### src/hw/rtl/gdate_pkg.sv
// shared types, constants and calendar functions for the date add/subtract block
package gdate_pkg;

   // field widths
   localparam int DAY_W          = 5;
   localparam int MONTH_W        = 4;
   localparam int YEAR_W         = 14;
   localparam int DAY_COUNT_W    = 16;
   localparam int DAY_COUNT_BITS = 16;
   localparam int ACTION_W       = 2;

   // bus widths
   localparam int REQ_DATA_W = 40;
   localparam int REQ_USER_W = ACTION_W;
   localparam int RSP_DATA_W = 24;
   localparam int RSP_USER_W = 1;

   // year range
   localparam logic [YEAR_W-1:0] YEAR_MIN = YEAR_W'(1);
   localparam logic [YEAR_W-1:0] YEAR_MAX = YEAR_W'(9999);

   // month limits
   localparam logic [MONTH_W-1:0] MONTH_JAN = MONTH_W'(1);
   localparam logic [MONTH_W-1:0] MONTH_FEB = MONTH_W'(2);
   localparam logic [MONTH_W-1:0] MONTH_DEC = MONTH_W'(12);

   // divisibility by 25: multiply by the inverse of 25 modulo 2**14
   localparam logic [YEAR_W-1:0] INV_25     = YEAR_W'(7209);
   localparam logic [YEAR_W-1:0] DIV_25_MAX = YEAR_W'(655);

   // action codes
   localparam logic [ACTION_W-1:0] ACT_LOAD = 2'd0;
   localparam logic [ACTION_W-1:0] ACT_ADD  = 2'd1;
   localparam logic [ACTION_W-1:0] ACT_SUB  = 2'd2;
   localparam logic [ACTION_W-1:0] ACT_NOP  = 2'd3;

   // commands from controller to datapath
   typedef struct packed {
      logic start;
      logic step;
      logic commit;
   } gdate_cmd_type;

   // status from datapath to controller
   typedef struct packed {
      logic done;
   } gdate_status_type;

   // leap year test
   function automatic logic is_leap(input logic [YEAR_W-1:0] year);
      logic [YEAR_W-1:0] prod;
      logic              div4;
      logic              div16;
      logic              div25;
      prod  = YEAR_W'(year * INV_25);
      div4  = (year[1:0] == 2'b00);
      div16 = (year[3:0] == 4'b0000);
      div25 = (prod <= DIV_25_MAX);
      return (div4 && !div25) || (div16 && div25);
   endfunction

   // length of a month
   function automatic logic [DAY_W-1:0] month_days(input logic [MONTH_W-1:0] month,
                                                   input logic               leap);
      logic [DAY_W-1:0] len;
      unique case (month)
         4'd2:                   len = leap ? DAY_W'(29) : DAY_W'(28);
         4'd4, 4'd6, 4'd9, 4'd11: len = DAY_W'(30);
         default:                len = DAY_W'(31);
      endcase
      return len;
   endfunction

endpackage

### src/hw/rtl/gdate_ctrl.sv
// controller state machine for the date add/subtract block
module gdate_ctrl (
   input  logic                      clock,
   input  logic                      reset,
   input  logic                      req_tvalid,
   output logic                      req_tready,
   output logic                      rsp_tvalid,
   input  logic                      rsp_tready,
   input  gdate_pkg::gdate_status_type status,
   output gdate_pkg::gdate_cmd_type    cmd
);
   import gdate_pkg::*;

   localparam logic ST_IDLE = 1'b0;
   localparam logic ST_WALK = 1'b1;

   logic state_ff;
   logic state_in;
   logic rsp_valid_ff;
   logic rsp_valid_in;
   logic slot_free;

   // output slot can take a word when empty or being drained
   assign slot_free  = !rsp_valid_ff || rsp_tready;
   assign req_tready = (state_ff == ST_IDLE);
   assign rsp_tvalid = rsp_valid_ff;

   // next state and commands
   always_comb begin
      state_in   = state_ff;
      cmd.start  = 1'b0;
      cmd.step   = 1'b0;
      cmd.commit = 1'b0;
      unique case (state_ff)
         ST_IDLE: begin
            if (req_tvalid) begin
               cmd.start = 1'b1;
               state_in  = ST_WALK;
            end
         end
         ST_WALK: begin
            priority if (!status.done) begin
               cmd.step = 1'b1;
            end else if (slot_free) begin
               cmd.commit = 1'b1;
               state_in   = ST_IDLE;
            end else begin
               // finished walk waits for the output slot
               state_in = ST_WALK;
            end
         end
         default: state_in = ST_IDLE;
      endcase
   end

   // result valid flag
   always_comb begin
      rsp_valid_in = rsp_valid_ff;
      priority if (cmd.commit) begin
         rsp_valid_in = 1'b1;
      end else if (rsp_tready) begin
         rsp_valid_in = 1'b0;
      end else begin
         rsp_valid_in = rsp_valid_ff;
      end
   end

   // registers
   always_ff @(posedge clock) begin
      if (reset) begin
         state_ff     <= ST_IDLE;
         rsp_valid_ff <= 1'b0;
      end else begin
         state_ff     <= state_in;
         rsp_valid_ff <= rsp_valid_in;
      end
   end

endmodule

### src/hw/rtl/gdate_dpath.sv
// datapath of the date add/subtract block: held date, month walk and result word
module gdate_dpath (
   input  logic                                  clock,
   input  logic                                  reset,
   input  gdate_pkg::gdate_cmd_type              cmd,
   output gdate_pkg::gdate_status_type           status,
   input  logic [gdate_pkg::ACTION_W-1:0]        action,
   input  logic [gdate_pkg::DAY_W-1:0]           load_day,
   input  logic [gdate_pkg::MONTH_W-1:0]         load_month,
   input  logic [gdate_pkg::YEAR_W-1:0]          load_year,
   input  logic [gdate_pkg::DAY_COUNT_W-1:0]     day_count,
   output logic [gdate_pkg::DAY_W-1:0]           out_day,
   output logic [gdate_pkg::MONTH_W-1:0]         out_month,
   output logic [gdate_pkg::YEAR_W-1:0]          out_year,
   output logic                                  range_error
);
   import gdate_pkg::*;

   // held date
   logic [DAY_W-1:0]   cur_day_ff;
   logic [MONTH_W-1:0] cur_month_ff;
   logic [YEAR_W-1:0]  cur_year_ff;

   // working date, remaining count, error and direction
   logic [DAY_W-1:0]          wd_ff, wd_in;
   logic [MONTH_W-1:0]        wm_ff, wm_in;
   logic [YEAR_W-1:0]         wy_ff, wy_in;
   logic [DAY_COUNT_BITS-1:0] n_ff, n_in;
   logic                      err_ff, err_in;
   logic                      sub_ff, sub_in;

   // result word
   logic [DAY_W-1:0]   out_day_ff;
   logic [MONTH_W-1:0] out_month_ff;
   logic [YEAR_W-1:0]  out_year_ff;
   logic               out_err_ff;

   // load saturation
   logic [MONTH_W-1:0] ld_month;
   logic [YEAR_W-1:0]  ld_year;
   logic [DAY_W-1:0]   ld_dim;
   logic [DAY_W-1:0]   ld_day;

   // walk step
   logic                      leap;
   logic [DAY_W-1:0]          dim_cur;
   logic [DAY_W-1:0]          dim_prev;
   logic [DAY_W:0]            rest_inc;
   logic [DAY_W-1:0]          rest;
   logic [DAY_COUNT_BITS-1:0] n_day;

   // clamp a loaded date into a valid one
   always_comb begin
      ld_month = load_month;
      if (load_month < MONTH_JAN) ld_month = MONTH_JAN;
      if (load_month > MONTH_DEC) ld_month = MONTH_DEC;
      ld_year = load_year;
      if (load_year < YEAR_MIN) ld_year = YEAR_MIN;
      if (load_year > YEAR_MAX) ld_year = YEAR_MAX;
      ld_dim = month_days(ld_month, is_leap(ld_year));
      ld_day = load_day;
      if (load_day < DAY_W'(1)) ld_day = DAY_W'(1);
      if (load_day > ld_dim)    ld_day = ld_dim;
   end

   // month lengths around the working date
   assign leap     = is_leap(wy_ff);
   assign dim_cur  = month_days(wm_ff, leap);
   assign dim_prev = (wm_ff <= MONTH_JAN) ? DAY_W'(31) : month_days(wm_ff - MONTH_W'(1), leap);
   assign rest     = dim_cur - wd_ff;
   assign rest_inc = {1'b0, rest} + (DAY_W+1)'(1);
   assign n_day    = DAY_COUNT_BITS'(wd_ff);

   assign status.done = (n_ff == '0) || err_ff;

   // next working state
   always_comb begin
      wd_in  = wd_ff;
      wm_in  = wm_ff;
      wy_in  = wy_ff;
      n_in   = n_ff;
      err_in = err_ff;
      sub_in = sub_ff;
      priority if (cmd.start) begin
         err_in = 1'b0;
         sub_in = (action == ACT_SUB);
         wd_in  = cur_day_ff;
         wm_in  = cur_month_ff;
         wy_in  = cur_year_ff;
         n_in   = '0;
         unique case (action)
            ACT_LOAD: begin
               wd_in = ld_day;
               wm_in = ld_month;
               wy_in = ld_year;
            end
            ACT_ADD, ACT_SUB: n_in = day_count[DAY_COUNT_BITS-1:0];
            default:          n_in = '0;
         endcase
      end else if (cmd.step) begin
         if (!sub_ff) begin
            // forward: finish this month or move to the first of the next
            if (n_ff > DAY_COUNT_BITS'(rest)) begin
               n_in  = n_ff - DAY_COUNT_BITS'(rest_inc);
               wd_in = DAY_W'(1);
               if (wm_ff >= MONTH_DEC) begin
                  wm_in = MONTH_JAN;
                  wy_in = wy_ff + YEAR_W'(1);
                  if (wy_ff >= YEAR_MAX) err_in = 1'b1;
               end else begin
                  wm_in = wm_ff + MONTH_W'(1);
               end
            end else begin
               wd_in = wd_ff + DAY_W'(n_ff);
               n_in  = '0;
            end
         end else begin
            // backward: step to the last day of the previous month, or back within this month
            if (n_ff >= n_day) begin
               n_in  = n_ff - n_day;
               wd_in = dim_prev;
               if (wm_ff <= MONTH_JAN) begin
                  wm_in = MONTH_DEC;
                  if (wy_ff <= YEAR_MIN) begin
                     err_in = 1'b1;
                  end else begin
                     wy_in = wy_ff - YEAR_W'(1);
                  end
               end else begin
                  wm_in = wm_ff - MONTH_W'(1);
               end
            end else begin
               wd_in = wd_ff - DAY_W'(n_ff);
               n_in  = '0;
            end
         end
      end else begin
         // no command: hold the working state
         n_in = n_ff;
      end
   end

   // working registers
   always_ff @(posedge clock) begin
      wd_ff  <= wd_in;
      wm_ff  <= wm_in;
      wy_ff  <= wy_in;
      n_ff   <= n_in;
      err_ff <= err_in;
      sub_ff <= sub_in;
   end

   // held date, updated on commit unless the walk left the year range
   always_ff @(posedge clock) begin
      if (reset) begin
         cur_day_ff   <= DAY_W'(1);
         cur_month_ff <= MONTH_JAN;
         cur_year_ff  <= YEAR_MIN;
      end else if (cmd.commit && !err_ff) begin
         cur_day_ff   <= wd_ff;
         cur_month_ff <= wm_ff;
         cur_year_ff  <= wy_ff;
      end
   end

   // result word
   always_ff @(posedge clock) begin
      if (cmd.commit) begin
         out_day_ff   <= err_ff ? cur_day_ff   : wd_ff;
         out_month_ff <= err_ff ? cur_month_ff : wm_ff;
         out_year_ff  <= err_ff ? cur_year_ff  : wy_ff;
         out_err_ff   <= err_ff;
      end
   end

   assign out_day     = out_day_ff;
   assign out_month   = out_month_ff;
   assign out_year    = out_year_ff;
   assign range_error = out_err_ff;

endmodule

### src/hw/rtl/gregorian_date_add_subtract_days.sv
// top level of the Gregorian date add/subtract block
//
// Holds one calendar date. Each request word loads a date, adds a day count,
// subtracts one or keeps the date; each request returns exactly one response
// word with the date held afterwards and a range error flag.
// req channel: req_tuser carries the action, req_tdata the load date and count.
// rsp channel: rsp_tdata carries the date, rsp_tuser the range error flag.
// Walk: a load, an unused action or a zero count needs no month walk; add and
// subtract step through the month walk, which handles one month per cycle
// (a count of 65535 crosses about 2150 months).
// Flow: one request is worked at a time; req_tready is high only while
// idle, so the next request is accepted only after the response is
// registered. A finished response waits in the output register while the
// next request is accepted and worked.
// When the receiver stalls, a finished walk holds until the output register
// frees up; the response payload stays stable while rsp_tvalid is high.
// Reset sets the date to 1 January of year 1 and drops any pending response.
module gregorian_date_add_subtract_days (
   input  logic                             clock,
   input  logic                             reset,
   input  logic                             req_tvalid,
   output logic                             req_tready,
   // load_day[4:0], load_month[8:5], load_year[22:9], day_count[38:23], zero[39]
   input  logic [gdate_pkg::REQ_DATA_W-1:0] req_tdata,
   // action[1:0]
   input  logic [gdate_pkg::REQ_USER_W-1:0] req_tuser,
   output logic                             rsp_tvalid,
   input  logic                             rsp_tready,
   // out_day[4:0], out_month[8:5], out_year[22:9], zero[23]
   output logic [gdate_pkg::RSP_DATA_W-1:0] rsp_tdata,
   // range_error[0]
   output logic [gdate_pkg::RSP_USER_W-1:0] rsp_tuser
);
   import gdate_pkg::*;

   gdate_cmd_type    cmd;
   gdate_status_type status;

   logic [DAY_W-1:0]   out_day;
   logic [MONTH_W-1:0] out_month;
   logic [YEAR_W-1:0]  out_year;
   logic               range_error;

   // sequencing and handshakes
   gdate_ctrl u_ctrl (
      .clock      (clock),
      .reset      (reset),
      .req_tvalid (req_tvalid),
      .req_tready (req_tready),
      .rsp_tvalid (rsp_tvalid),
      .rsp_tready (rsp_tready),
      .status     (status),
      .cmd        (cmd)
   );

   // date registers and month walk
   gdate_dpath u_dpath (
      .clock       (clock),
      .reset       (reset),
      .cmd         (cmd),
      .status      (status),
      .action      (req_tuser[ACTION_W-1:0]),
      .load_day    (req_tdata[4:0]),
      .load_month  (req_tdata[8:5]),
      .load_year   (req_tdata[22:9]),
      .day_count   (req_tdata[38:23]),
      .out_day     (out_day),
      .out_month   (out_month),
      .out_year    (out_year),
      .range_error (range_error)
   );

   // pack the response word
   assign rsp_tdata = {1'b0, out_year, out_month, out_day};
   assign rsp_tuser = range_error;

endmodule
### config.mk
export PLATFORM = sky130hd
export DESIGN_NAME = gregorian_date_add_subtract_days
export DESIGN_NICKNAME = d
export VERILOG_FILES = /design/src/hw/rtl/gdate_pkg.sv /design/src/hw/rtl/gdate_ctrl.sv /design/src/hw/rtl/gdate_dpath.sv /design/src/hw/rtl/gregorian_date_add_subtract_days.sv
export SDC_FILE = /design/constraint.sdc
export NUM_CORES = 1
export LEC_CHECK = 0
export BUFFER_PORTS_ARGS = -buffer_cell sky130_fd_sc_hd__buf_4
export CAP_MARGIN = 40
export CELL_PAD_IN_SITES_DETAIL_PLACEMENT = 2
export CELL_PAD_IN_SITES_GLOBAL_PLACEMENT = 2
export CORE_UTILIZATION = 30
export CTS_CLUSTER_DIAMETER = 60
export CTS_CLUSTER_SIZE = 25
export DETAILED_ROUTE_END_ITERATION = 16
export PLACE_DENSITY_LB_ADDON = 0.1
export SETUP_SLACK_MARGIN = 0.05
export SLEW_MARGIN = 20
export SYNTH_ARGS = -nofsm -noshare
export SYNTH_HDL_FRONTEND = slang
export SYNTH_SLANG_ARGS = --single-unit
### constraint.sdc
create_clock -name clock -period 10.7 [get_ports clock]
set_input_delay 2.675 -clock clock [delete_from_list [all_inputs] [get_ports clock]]
set_output_delay 2.675 -clock clock [all_outputs]
set_load 0.005 [all_outputs]
# After elaboration in Yosys (flattened, before gate mapping)
# Index checks and enable logic that the tools add are counted.
[classes]
add_sub_neg = 10
mul = 2
div = 0
order_cmp = 14
n_eq_ne = 23
n_shift = 0
muxes = 62
bitwise = 1
n_reduce_logical = 33
[ops]
columns = ["cell", "count"]
rows = [
  ["2-to-1 mux 14 bit", 12],
  ["2-to-1 mux 16 bit", 6],
  ["2-to-1 mux 5 bit", 10],
  ["2-to-1 mux 4 bit", 11],
  ["one-hot mux 5 bit (2 select lines)", 3],
  ["less-or-equal comparator 14 x 10 -> 1 bit (second input constant)", 2],
  ["multiplier 14 x 13 -> 14 bit (second input constant)", 2],
  ["equality test 4 x 3 -> 1 bit (second input constant)", 6],
  ["equality test 4 bit (second input constant)", 6],
  ["2-to-1 mux 1 bit", 18],
  ["greater-or-equal comparator 16 x 5 -> 1 bit", 1],
  ["> comparator 16 x 5 -> 1 bit", 1],
  ["zero test 16 bit", 1],
  ["subtractor 16 x 5 -> 16 bit", 1],
  ["subtractor 16 x 6 -> 16 bit", 1],
  ["adder 14 x 1 -> 14 bit (second input constant)", 1],
  ["greater-or-equal comparator 14 bit (second input constant)", 1],
  ["> comparator 14 bit (second input constant)", 1],
  ["less-or-equal comparator 14 x 1 -> 1 bit (second input constant)", 1],
  ["less-than comparator 14 x 1 -> 1 bit (second input constant)", 1],
  ["subtractor 14 x 1 -> 14 bit (second input constant)", 1],
  ["equality test 4 x 2 -> 1 bit (second input constant)", 3],
  ["OR reduction 4 bit", 3],
  ["nonzero test 2 bit", 5],
  ["28 further kinds", 47],
]
[totals]
register_bits = 90
latch_bits = 0
ram_bits = 0
romBits = 0
out_inout_bits = 27
elab_cells = 160
memories = 0

# Longest topological paths before layout
# Gate-level depths: netlist of the first run.
[depth]
word_depth = 14
depth_mapped = 29

# Hierarchy
# A second synthesis of the first run with hierarchy kept.
[hier_totals]
hier_cells = 938
area_unflattened_um2 = 8468.1
[by_module_without_submodules]
columns = ["mod", "n_inst", "cells_per_inst", "area_per_inst_um2", "seq_area_each_um2"]
rows = [
  ["gdate_dpath", 1, 924, 8351.8, 2402.3],
  ["gdate_ctrl", 1, 12, 105.1, 40.0],
  ["gregorian_date_add_subtract_days", 1, 2, 11.3, 0.0],
]

# Worst setup path after synthesis of the first run
# Ideal clock, no wire load.
[synth_path]
path_kind = "input to register"
start = "in req_tdata[16] (netlist bit)"
end = "reg u_dpath.wd_ff[0], data pin"
setup_time_ns = 0.268
t_arrival_ns = 8.216
t_required_ns = 10.432
path_slack_ns = 2.216
stages = 27
path_buffers = 0
cell_sequence = "nor4_1 -> o21ai_0 -> and2_1 -> nor2_1 -> fa_1 -> inv_1 -> ha_1 -> ha_1 -> inv_1 -> fa_1 -> fa_1 -> inv_1 -> ha_1 -> nor2_1 -> a2111oi_0 -> o221ai_1 -> nor3_1 -> nand2_1 -> o21ai_0 -> nor2_1 -> ha_1 -> a21oi_1 -> o21ai_0 -> o21a_1 -> mux2_2 -> nand2_1 -> o211ai_1"
[synth_via]
elab_chain_cells = 14
[synth_rtl]
columns = ["element", "line_no", "text"]
rows = [
  ["start, declared", "gregorian_date_add_subtract_days.sv:24", "input logic [gdate_pkg::REQ_DATA_W-1:0] req_tdata,"],
  ["less-than comparator 14 x 1 -> 1 bit", "gdate_dpath.sv:58", "if (load_year < YEAR_MIN) ld_year = YEAR_MIN;"],
  ["2-to-1 mux 14 bit", "gdate_dpath.sv:58", ""],
  ["2-to-1 mux 14 bit *", "gdate_dpath.sv:59", "if (load_year > YEAR_MAX) ld_year = YEAR_MAX;"],
  ["multiplier 14 x 13 -> 14 bit", "gdate_pkg.sv:55", "prod = YEAR_W'(year * INV_25);"],
  ["less-or-equal comparator 14 x 10 -> 1 bit", "gdate_pkg.sv:58", "div25 = (prod <= DIV_25_MAX);"],
  ["zero test 1 bit", "gdate_pkg.sv:59", "return (div4 && !div25) || (div16 && div25);"],
  ["logical AND 1 bit", "gdate_pkg.sv:59", ""],
  ["logical OR 1 bit *", "gdate_pkg.sv:59", ""],
  ["2-to-1 mux 1 bit *", "gdate_pkg.sv:67", "4'd2: len = leap ? DAY_W'(29) : DAY_W'(28);"],
  ["one-hot mux 5 bit (2 select lines) *", "gdate_pkg.sv:66", "unique case (month)"],
  ["> comparator 5 bit", "gdate_dpath.sv:63", "if (load_day > ld_dim) ld_day = ld_dim;"],
  ["2-to-1 mux 5 bit *", "gdate_dpath.sv:63", ""],
  ["2-to-1 mux 5 bit *", "gdate_dpath.sv:91", "unique case (action)"],
  ["2-to-1 mux 5 bit *", "gdate_dpath.sv:84", "priority if (cmd.start) begin"],
  ["named net u_dpath.wd_in[0]", "gdate_dpath.sv:25", "logic [DAY_W-1:0] wd_ff, wd_in;"],
  ["end signal, assigned", "gdate_dpath.sv:145", "wd_ff <= wd_in;"],
  ["end, declared", "gdate_dpath.sv:25", ""],
]
# The timed path passes the listed nets; every way through them passes the cells marked *.
# A chain may end at the register's enable or synchronous reset.

# Worst setup path after layout of the first run
# Ends and elaborated chain as after synthesis.

==> out/results.txt, run 1 <==
die width: 169.6 µm
TritonCTS buffer count: 9
arrival time at the worst endpoint: 9.24 ns
clock buffer depth: 2
post-synth cell types: 72
Syn Std Cell Area: 8431 µm²
final instance area: 9637 µm²
CTS tree: done
Core ar.: 27,250 µm²
HP Start: u_dpath.cur_year_ff[9]$_SDFFE_PP0P_
Slew @ Worst Pin: 0.8058 ns
Fin. Hold Viols: 0
Final Skew: 0.01411 ns
max_slew headroom: 0.4571
I/O pin total: 73
Iteration-0 DRC Markers: 234
Site Rows: 60
Worst setup SP type: primary input
Final Critical Period: 9.152 ns
synth top area cells: edfxtp_1 (23%), ha_1 (17%), fa_1 (6.4%), dfxtp_1 (6.2%), nand2_1 (4.6%)
n_diodes: 0
simple logic cell fraction of the synthesized area: 0.1579
WL per Instance: 20.36 µm
Worst Path Required: 10.79 ns
adder-cell share of the synthesized area: 0.2318
Placed Area: 9353 µm²
sequential share of the synthesized area: 0.2897
HPWL after detailed placement: 21,590 µm
CTS Sinks: 90
GP Congestion: 0.7717
syn_nets: 1,136
outcome: completed
Cells after DPL: 1,361
H-tree depth: 3
1st-pass router iterations: 4
Synth Area in Compound Gates: 0.1690
Die Y: 169.6 µm
hold buffers post-CTS: 0
xor and xnor area share after synthesis: 0.05610
WL final: 28,040 µm
synthesized area per cell: 8.874 µm²
Post-CTS Setup Bufs: 0
Clock Latency Late Sink: 0.36 ns
Setup CP Type: in2reg
crit share post-route: 0.8553
port bufs: 70
leak pwr: 3.966 nW
dominant cell type by area after synthesis: edfxtp_1
VDD IR max: 0.06196 mV
initial antenna violation count: 0
setup violators final: 0
final setup TNS: 0 ns
Antenna Nets Post-Route: 0
fraction of registers with async set/reset: 0
synthesis-stage register bit count: 90
area grow syn2layout: 14.31%
post-synthesis mux area share: 0.03191
fin cells: 1,377
pin count of the biggest net entering global routing: 48
nets@finish: 1,186
Ys Warns: 0
crit end category: flop
clock slew at reported path FFs: 0.07 ns
global-route wire length before repair: 43,910 µm
Die ar.: 28,780 µm²
vias post-DR: 7,121
drt via density: 5.171
clock root cell: clkbuf_16
vias in the first global route: 7,698
Post-synth EDFFs: 64
post-CTS sizing: 0
Max-Cap Viols: 0
Max Freq: 109.3 MHz
layout cells sized above 1: 0.1303
CP Max Fanout: 5
worst reg2reg path startpoint: u_dpath.wy_ff[3]$_DFFE_PP_
worst hold path type: reg2reg
Slew Limit Fails: 0
synthesized instance count: 950
power density over the cells: 178.0 nW/µm²
total track usage: 0.2014
largest family of logic cells by synthesized area: adder cells
DRC viols: 0
Setup crit start: req_tdata[16]
Synth top area share: 0.2280
RSZ-0062 raised after global routing: no
ys flop type: edfxtp_1
Initial Utilization: 0.3094
grt ovf: 0
==> critical path, stage by stage <==
cell       delay (ns)
buf_4            0.11
nor4_1           0.43
o21ai_0          0.33
and2_1           0.28
nor2_1           0.28
fa_1             0.47
inv_1            0.07
ha_1             0.23
ha_1             0.28
inv_1            0.05
fa_1             0.51
fa_1             0.59
inv_1            0.05
ha_1             0.34
nor2_1           0.06
a2111oi_0        0.40
o221ai_1         0.19
nor3_1           0.22
nand2_1          0.07
o21ai_0          0.29
nor2_1           0.10
ha_1             0.29
a21oi_1          0.12
o21ai_0          0.19
o21a_1           0.17
mux2_2           0.26
nand2_1          0.06
o211ai_1         0.09
==> cells in the mapped netlist, types with 9 or more instances <==
master      n
nor4_1      9
clkbuf_1   30
a21oi_1    75
nor2b_1    13
xnor2_1    39
o21ai_0    54
o211ai_1   11
fa_1       27
inv_1      92
a31oi_1    14
nand3_1    18
ha_1      113
or3_1      11
nand2b_1   10
nor2_1     55
edfxtp_1   64
mux2i_1    10
nor3_1     15
a211oi_1   14
mux2_2     15
xor2_1     15
dfxtp_1    26
nand2_1   104
==> flip-flops by register name (all words and copies together) (netlist names) <==
name,flops
u_dpath.sub_ff,1
u_dpath.n_ff,16
u_ctrl.rsp_tvalid,1
u_dpath.out_month,4
u_dpath.cur_day_ff,5
u_dpath.cur_month_ff,4
u_dpath.out_year,14
u_dpath.wy_ff,14
u_dpath.out_day,5
u_ctrl.state_ff,1
u_dpath.wm_ff,4
u_dpath.err_ff,1
u_dpath.range_error,1
u_dpath.wd_ff,5
u_dpath.cur_year_ff,14
==> cell type report <==
| cell class | count | area [µm²] |
|---|---|---|
| Fill cell | 3073 | 17610 |
| Multi-Input combinational cell | 725 | 5473 |
| Sequential cell | 90 | 2442 |
| Timing Repair Buffer | 81 | 623.1 |
| Tap cell | 372 | 465.4 |
| Inverter | 93 | 349.1 |
| Clock buffer | 9 | 225.2 |
| Clock inverter | 7 | 58.81 |
==> power by group <==
part / internal (mW) / total (mW) / switching, mW
logic: 0.389 / 0.917 / 0.527
clock network: 0.162 / 0.324 / 0.162
registers: 0.416 / 0.474 / 0.0586
==> path summary, 6_finish.rpt <==
| kind | to | slack (ns) | cells past startpoint |
|---|---|---|---|
| setup / recovery | u_dpath.wd_ff[0]$_DFFE_PP_ | 1.55 | 28 |
| hold / removal | u_dpath.cur_year_ff[9]$_SDFFE_PP0P_ | 0.47 | 2 |
| setup reg to reg | u_dpath.n_ff[13]$_DFFE_PP_ | 2.40 | 27 |
| hold reg to reg | u_dpath.cur_year_ff[9]$_SDFFE_PP0P_ | 0.47 | 2 |
==> layer usage <==
layer | GRT usage | vias to the layer above | wire (µm)
li1 | - | 3455 | -
met1 | 0.2780 | 3560 | 13640
met2 | 0.3375 | 87 | 13250
met3 | 0.02006 | 19 | 808
met4 | 0.04426 | 0 | 336
met5 | 0 | - | 0
==> placed cells by master, fill, tap and decap left out, types with 4 or more instances in the layout <==
cell type  Yosys  layout
or3_1         11      11
nand2b_1      10      10
dfxtp_1       26      26
a21oi_1       75      75
o211ai_1      11      11
buf_4          1      79
nand4_1        4       4
xor2_1        15      15
a21o_1         4       4
clkbuf_16      0       9
ha_1         113     113
mux2i_1       10      10
o21bai_1       4       4
a211oi_1      14      14
nor3_1        15      15
and2_1         6       6
xnor2_1       39      39
o221ai_1       5       5
a221oi_1       5       5
mux2_2        15      15
and3_1         6       6
nor2b_1       13      13
a31oi_1       14      14
o31ai_1        6       5
nand3b_1       5       5
or2_2          6       6
o21ai_0       54      54
o21a_1         4       4
inv_1         92      92
fa_1          27      27
nand3_1       18      18
nor4_1         9       9
edfxtp_1      64      64
nor2_1        55      55
nand2_1      104     103
o22ai_1        5       5
==> cells by family (layout without fill, tap and decap cells) <==
| kind of cell | Yosys count | count (layout) |
|---|---|---|
| adder cells (fa/ha/maj) | 140 | 140 |
| AND/OR/NAND/NOR | 275 | 275 |
| other | 1 | 1 |
| flip-flops | 90 | 90 |
| AO/OA/AOI/OAI | 230 | 230 |
| buffers and inverters | 135 | 190 |
| XOR/XNOR | 54 | 54 |
| multiplexers | 25 | 25 |
==> per-stage QoR <==
| stage | utilization | power (mW) | worst slack (ns) | hold slack, ns |
|---|---|---|---|---|
| 2_1_floorplan | - | 1.142 | 2.216 | 0.4064 |
| 3_3_place_gp | 0.3418 | 1.379 | 1.220 | 0.4564 |
| 3_5_place_dp | 0.3432 | 1.414 | 1.074 | 0.4659 |
| 4_1_cts | 0.3536 | 1.749 | 1.438 | 0.4761 |
| 5_1_grt | 0.3536 | 1.872 | 0.9422 | 0.4987 |
| 6_report | 0.3536 | 1.715 | 1.548 | 0.4732 |
No activity file was read; power rests on OpenSTA's default activity.
==> run 2: changes to the inputs <==
--- a/config.mk
+++ b/config.mk
@@ -5,14 +5,15 @@
 export SDC_FILE = /design/constraint.sdc
 export NUM_CORES = 1
 export LEC_CHECK = 0
-export BUFFER_PORTS_ARGS = -buffer_cell sky130_fd_sc_hd__buf_4
 export CAP_MARGIN = 40
 export CELL_PAD_IN_SITES_DETAIL_PLACEMENT = 2
 export CELL_PAD_IN_SITES_GLOBAL_PLACEMENT = 2
+export CORE_ASPECT_RATIO = 2
 export CORE_UTILIZATION = 30
 export CTS_CLUSTER_DIAMETER = 60
 export CTS_CLUSTER_SIZE = 25
 export DETAILED_ROUTE_END_ITERATION = 16
+export DONT_BUFFER_PORTS = 1
 export PLACE_DENSITY_LB_ADDON = 0.1
 export SETUP_SLACK_MARGIN = 0.05
 export SLEW_MARGIN = 20
==> out/results.txt, run 2 (synthesized netlist as in run 1, its figures left out) <==
CTS tree: done (unchanged)
Site Rows: 86 (was 60)
layout cells sized above 1: 0.06816 (was 0.1303)
vias post-DR: 7,075 (was 7,121)
Core ar.: 27,550 µm² (was 27,250 µm²)
H-tree depth: 3 (unchanged)
flip-flop count of the largest register after layout: 16 (unchanged)
drt via density: 5.480 (was 5.171)
global-route wire length before repair: 45,470 µm (was 43,910 µm)
clock slew at reported path FFs: 0.07 ns (about the same)
worst-case reg-to-reg path depth: 26 (was 27)
port bufs: 0 (was 70)
RSZ-0062 raised after global routing: no (unchanged)
initial antenna violation count: 0 (unchanged)
DRC viols: 0 (unchanged)
leak pwr: 3.654 nW (was 3.966 nW)
setup violators final: 0 (unchanged)
total track usage: 0.2130 (was 0.2014)
WHS Endpoint: u_dpath.cur_year_ff[8]$_SDFFE_PP0P_ (was u_dpath.cur_year_ff[9]$_SDFFE_PP0P_)
area grow syn2layout: 8.415% (was 14.31%)
I/O pin total: 73 (unchanged)
WL per Instance: 22.94 µm (was 20.36 µm)
Final Skew: 0.01180 ns (was 0.01411 ns)
TritonCTS buffer count: 9 (unchanged)
Largest Register: u_dpath.n_ff (unchanged)
reg-to-reg endpoint: u_dpath.wy_ff[9]$_DFFE_PP_ (was u_dpath.n_ff[13]$_DFFE_PP_)
Worst setup SP type: primary input (unchanged)
post-CTS sizing: 0 (unchanged)
outcome: completed (unchanged)
Final Util: 0.3318 (was 0.3536)
worst reg2reg path startpoint: u_dpath.wy_ff[0]$_DFFE_PP_ (was u_dpath.wy_ff[3]$_DFFE_PP_)
worst hold path type: reg2reg (unchanged)
Die Y: 239.1 µm (was 169.6 µm)
HP Start: u_dpath.cur_year_ff[8]$_SDFFE_PP0P_ (was u_dpath.cur_year_ff[9]$_SDFFE_PP0P_)
nets@finish: 1,120 (was 1,186)
Slew Limit Fails: 0 (unchanged)
final setup TNS: 0 ns (unchanged)
Iteration-0 DRC Markers: 230 (was 234)
grt ovf: 0 (unchanged)
Reg area: 2442 µm² (unchanged)
Post-CTS Setup Bufs: 0 (unchanged)
Worst Path Required: 10.78 ns (was 10.79 ns)
Multi-input gate area: 5473 µm² (unchanged)
crit share post-route: 0.8501 (was 0.8553)
hold path cells: 2 (unchanged)
max_slew headroom: 0.4347 (was 0.4571)
pre-CTS WS: 1.133 ns (was 1.074 ns)
n_diodes: 0 (unchanged)
Antenna Nets Post-Route: 0 (unchanged)
power density over the cells: 189.2 nW/µm² (was 178.0 nW/µm²)
vias in the first global route: 7,822 (was 7,698)
Fin. Hold Viols: 0 (unchanged)
Max-Cap Viols: 0 (unchanged)
Filler cells: 3,168 (was 3,073)
GP Congestion: 0.8035 (was 0.7717)
hold buffers post-CTS: 0 (unchanged)
crit end category: flop (unchanged)
1st-pass router iterations: 4 (unchanged)
Max Freq: 109.9 MHz (was 109.3 MHz)
Setup CP Type: in2reg (unchanged)
CP Max Fanout: 5 (unchanged)
arrival time at the worst endpoint: 9.18 ns (was 9.24 ns)
HPWL after detailed placement: 23,620 µm (was 21,590 µm)
Clock Latency Late Sink: 0.37 ns (was 0.36 ns)
pin count of the biggest net entering global routing: 49 (was 48)
reg2reg setup slack: 2.69 ns (was 2.40 ns)
CTS Sinks: 90 (unchanged)
worst setup margin: 1.603 ns (was 1.548 ns)
WL final: 29,610 µm (was 28,040 µm)
Die ar.: 28,820 µm² (was 28,780 µm²)
highest-count cells in the layout ignoring fill and taps: ha_1 (113), nand2_1 (103), inv_1 (92) (unchanged)
most common cell after layout, fill and taps aside: ha_1 (unchanged)
clock root cell: clkbuf_16 (unchanged)
VDD IR max: 0.07843 mV (was 0.06196 mV)
Final Critical Period: 9.097 ns (was 9.152 ns)
Slew @ Worst Pin: 0.8415 ns (was 0.8058 ns)
Initial Utilization: 0.3061 (was 0.3094)
die width: 120.5 µm (was 169.6 µm)
clock buffer depth: 2 (unchanged)
==> run 2: changes by cell type in the layout (fill, tap and decap cells not counted), sizes merged <==
| cell | change |
|---|---|
| clkbuf | +1 |
| buf | -66 |
| bufinv | +1 |
| inv | -2 |
==> run 2: layout make-up <==
cell class	count	share of cell area
clock buffer	10	0.02505
sequential	90	0.2672
timing repair buffer	15	0.01465
multi-input combinational	725	0.5988
inverter	93	0.03819
clock inverter	6	0.007940
tap	352	0.04819
==> run 2: per-layer routing <==
metal	wire length (µm)	GRT usage
met5	0	0
met4	632	0.06472
met2	18750	0.4716
met1	9935	0.1902
met3	291	0.01837
==> run 2: worst max path at each step <==
stage	slack (ns)	to	start	cells after the start
floorplan	2.22	u_dpath.wd_ff[0]$_DFFE_PP_	req_tdata[16]	27
global placement	1.18	u_dpath.wd_ff[0]$_DFFE_PP_	req_tdata[16]	28
detailed placement	1.13	u_dpath.wd_ff[1]$_DFFE_PP_	req_tdata[16]	28
CTS	1.50	u_dpath.wd_ff[1]$_DFFE_PP_	req_tdata[16]	28
global route	1.00	u_dpath.wd_ff[1]$_DFFE_PP_	req_tdata[16]	28
finish	1.60	u_dpath.wd_ff[1]$_DFFE_PP_	req_tdata[16]	28
==> run 2: worst max-delay path, cell delays in order <==
cell and delay [ns]:
nor4_1 0.27, buf_4 0.18, o21ai_0 0.17, and2_1 0.24, nor2_1 0.40, fa_1 0.50, inv_1 0.07, ha_1 0.22
ha_1 0.28, inv_1 0.05, fa_1 0.50, fa_1 0.56, inv_1 0.05, ha_1 0.37, nor2_1 0.07, a2111oi_0 0.38
o221ai_1 0.19, nor3_1 0.21, nand2_1 0.10, o21ai_0 0.40, nor2_1 0.11, ha_1 0.29, a21oi_1 0.13, o21ai_0 0.17
nor3_1 0.21, nor3_1 0.09, a211oi_1 0.23, a31oi_1 0.07
==> run 2: through the flow <==
stage	power (mW)	instance area (µm²)	instances	hold slack, ns
after detailed placement	1.419	8838	1275	0.4582
final	1.729	9140	1291	0.4680
after global routing	1.875	9140	1291	0.4845
after global placement	1.394	8787	1271	0.4484
after CTS	1.772	9140	1291	0.4683
after floorplan	1.142	8431	950	0.4064
==> run 2: power by group <==
group / switching [mW] / internal, mW
clock network: 0.160 / 0.184
registers: 0.0585 / 0.416
logic: 0.532 / 0.379
total: 0.751 / 0.978
==> run 3: changes to the inputs <==
--- a/config.mk
+++ b/config.mk
@@ -15,6 +15,7 @@
 export DETAILED_ROUTE_END_ITERATION = 16
 export DONT_BUFFER_PORTS = 1
 export PLACE_DENSITY_LB_ADDON = 0.1
+export RECOVER_POWER = 100
 export SETUP_SLACK_MARGIN = 0.05
 export SLEW_MARGIN = 20
 export SYNTH_ARGS = -nofsm -noshare
==> out/results.txt, run 3 (synthesized netlist as in run 1, its figures left out) <==
nets@finish: 1,120 (unchanged)
Slew @ Worst Pin: 2.506 ns (was 0.8415 ns)
failing checks: max-capacitance violations, max-slew violations
switching share of power: 0.4340 (was 0.4341)
Total Power: 1.724 mW (was 1.729 mW)
clock root cell: clkbuf_16 (unchanged)
TritonCTS buffer count: 9 (unchanged)
CP Max Fanout: 5 (unchanged)
Filler cells: 3,168 (unchanged)
pre-CTS WS: 1.133 ns (unchanged)
most common cell after layout, fill and taps aside: ha_1 (unchanged)
Placed Area: 8838 µm² (unchanged)
Slew Limit Fails: 124 (was 0)
Clock Latency Late Sink: 0.37 ns (about the same)
CTS Sinks: 90 (unchanged)
Clk pwr share: 0.200 (was 0.199)
Die Y: 239.1 µm (unchanged)
Max-Cap Viols: 4 (was 0)
initial antenna violation count: 0 (unchanged)
worst hold margin: 0.4688 ns (was 0.4680 ns)
NetSw: 0.7482 mW (was 0.7506 mW)
port bufs: 0 (unchanged)
Worst Path Required: 10.71 ns (was 10.78 ns)
Antenna Nets Post-Route: 0 (unchanged)
die width: 120.5 µm (unchanged)
H-tree depth: 3 (unchanged)
VDD IR max: 0.07770 mV (was 0.07843 mV)
Final Util: 0.3282 (was 0.3318)
worst setup margin: 1.405 ns (was 1.603 ns)
Cells after DPL: 1,275 (unchanged)
GP Congestion: 0.8035 (unchanged)
highest-count cells in the layout ignoring fill and taps: ha_1 (113), nand2_1 (104), inv_1 (92) (was ha_1 (113), nand2_1 (103), inv_1 (92))
crit share post-route: 0.8687 (was 0.8501)
max incr delay on CP: 0.56 ns (about the same)
outcome: complete, but fails checks (was completed)
WL final: 29,530 µm (was 29,610 µm)
Iteration-0 DRC Markers: 218 (was 230)
final setup TNS: 0 ns (unchanged)
combinational group share of total power: 0.525 (was 0.527)
Final Critical Period: 9.295 ns (was 9.097 ns)
I/O pin total: 73 (unchanged)
n_diodes: 0 (unchanged)
pin count of the biggest net entering global routing: 49 (unchanged)
Flop pwr share: 0.275 (was 0.274)
worst hold path type: reg2reg (unchanged)
Final Skew: 0.01135 ns (was 0.01180 ns)
CP dominant cell by count: ha_1 (unchanged)
clock slew at reported path FFs: 0.07 ns (about the same)
Core ar.: 27,550 µm² (unchanged)
Max stage delay cell, worst path: fa_1 (unchanged)
Largest Register: u_dpath.n_ff (unchanged)
arrival time at the worst endpoint: 9.30 ns (was 9.18 ns)
vias post-DR: 7,047 (was 7,075)
1st-pass router iterations: 4 (unchanged)
leak pwr: 3.594 nW (was 3.654 nW)
final instance area: 9040 µm² (was 9140 µm²)
Worst setup SP type: primary input (unchanged)
area grow syn2layout: 7.228% (was 8.415%)
clock buffer depth: 2 (unchanged)
WL per Instance: 22.88 µm (was 22.94 µm)
drt via density: 5.459 (was 5.480)
internal power: 0.9759 mW (was 0.9785 mW)
global-route wire length before repair: 45,470 µm (unchanged)
RSZ-0062 raised after global routing: no (unchanged)
layout cells sized above 1: 0.04579 (was 0.06816)
post-CTS sizing: 0 (unchanged)
crit end category: flop (unchanged)
vias in the first global route: 7,822 (unchanged)
Fin. Hold Viols: 0 (unchanged)
grt ovf: 0 (unchanged)
flip-flop count of the largest register after layout: 16 (unchanged)
setup violators final: 0 (unchanged)
hold buffers post-CTS: 0 (unchanged)
Die ar.: 28,820 µm² (unchanged)
Setup CP Type: in2reg (unchanged)
fin cells: 1,291 (unchanged)
HPWL after detailed placement: 23,620 µm (unchanged)
Post-CTS Setup Bufs: 0 (unchanged)
Max Freq: 107.6 MHz (was 109.9 MHz)
max_slew headroom: -0.6706 (was 0.4347)
CTS tree: done (unchanged)
power density over the cells: 190.7 nW/µm² (was 189.2 nW/µm²)
Initial Utilization: 0.3061 (unchanged)
total track usage: 0.2130 (unchanged)
reg2reg setup slack: 1.82 ns (was 2.69 ns)
Site Rows: 86 (unchanged)
DRC viols: 0 (unchanged)
run 3: layer usage:
metal	up-vias	wire, µm	GRT usage
met4	0	642	0.06472
li1	3319	-	-
met1	3647	9856	0.1902
met5	-	0	0
met2	56	18710	0.4716
met3	25	320	0.01837
run 3: area by class of cell:
class                           instances  area [µm²]  share of cell area
Inverter                               93       349.1             0.03862
Clock inverter                          6       72.57            0.008028
Timing Repair Buffer                   15       78.83            0.008720
Multi-Input combinational cell        725        5428              0.6004
Sequential cell                        90        2442              0.2702
Tap cell                              352       440.4             0.04872
Clock buffer                           10       229.0             0.02533
run 3: final timing paths:
path,from,depth (start not counted),endpoint
hold / removal,u_dpath.cur_year_ff[9]$_SDFFE_PP0P_,2,u_dpath.cur_year_ff[9]$_SDFFE_PP0P_
setup / recovery,req_tdata[16],28,u_dpath.wd_ff[1]$_DFFE_PP_
hold reg to reg,u_dpath.cur_year_ff[9]$_SDFFE_PP0P_,2,u_dpath.cur_year_ff[9]$_SDFFE_PP0P_
setup reg to reg,u_dpath.wy_ff[0]$_DFFE_PP_,26,u_dpath.wy_ff[9]$_DFFE_PP_
run 3: power groups by stage:
stage / registers, mW / clock network [mW] / logic [mW]
after detailed placement: 0.483 / 0 / 0.936
after floorplan: 0.452 / 0 / 0.689
after global placement: 0.483 / 0 / 0.911
after global routing: 0.480 / 0.362 / 1.03
final: 0.474 / 0.344 / 0.905
after CTS: 0.475 / 0.354 / 0.943
run 3: critical path: cells and delay by family:
family	cells	cell delay, ns
fa+ha+maj	7	2.72
compound gates	8	1.80
simple gates	9	1.70
buf+inv	4	0.41
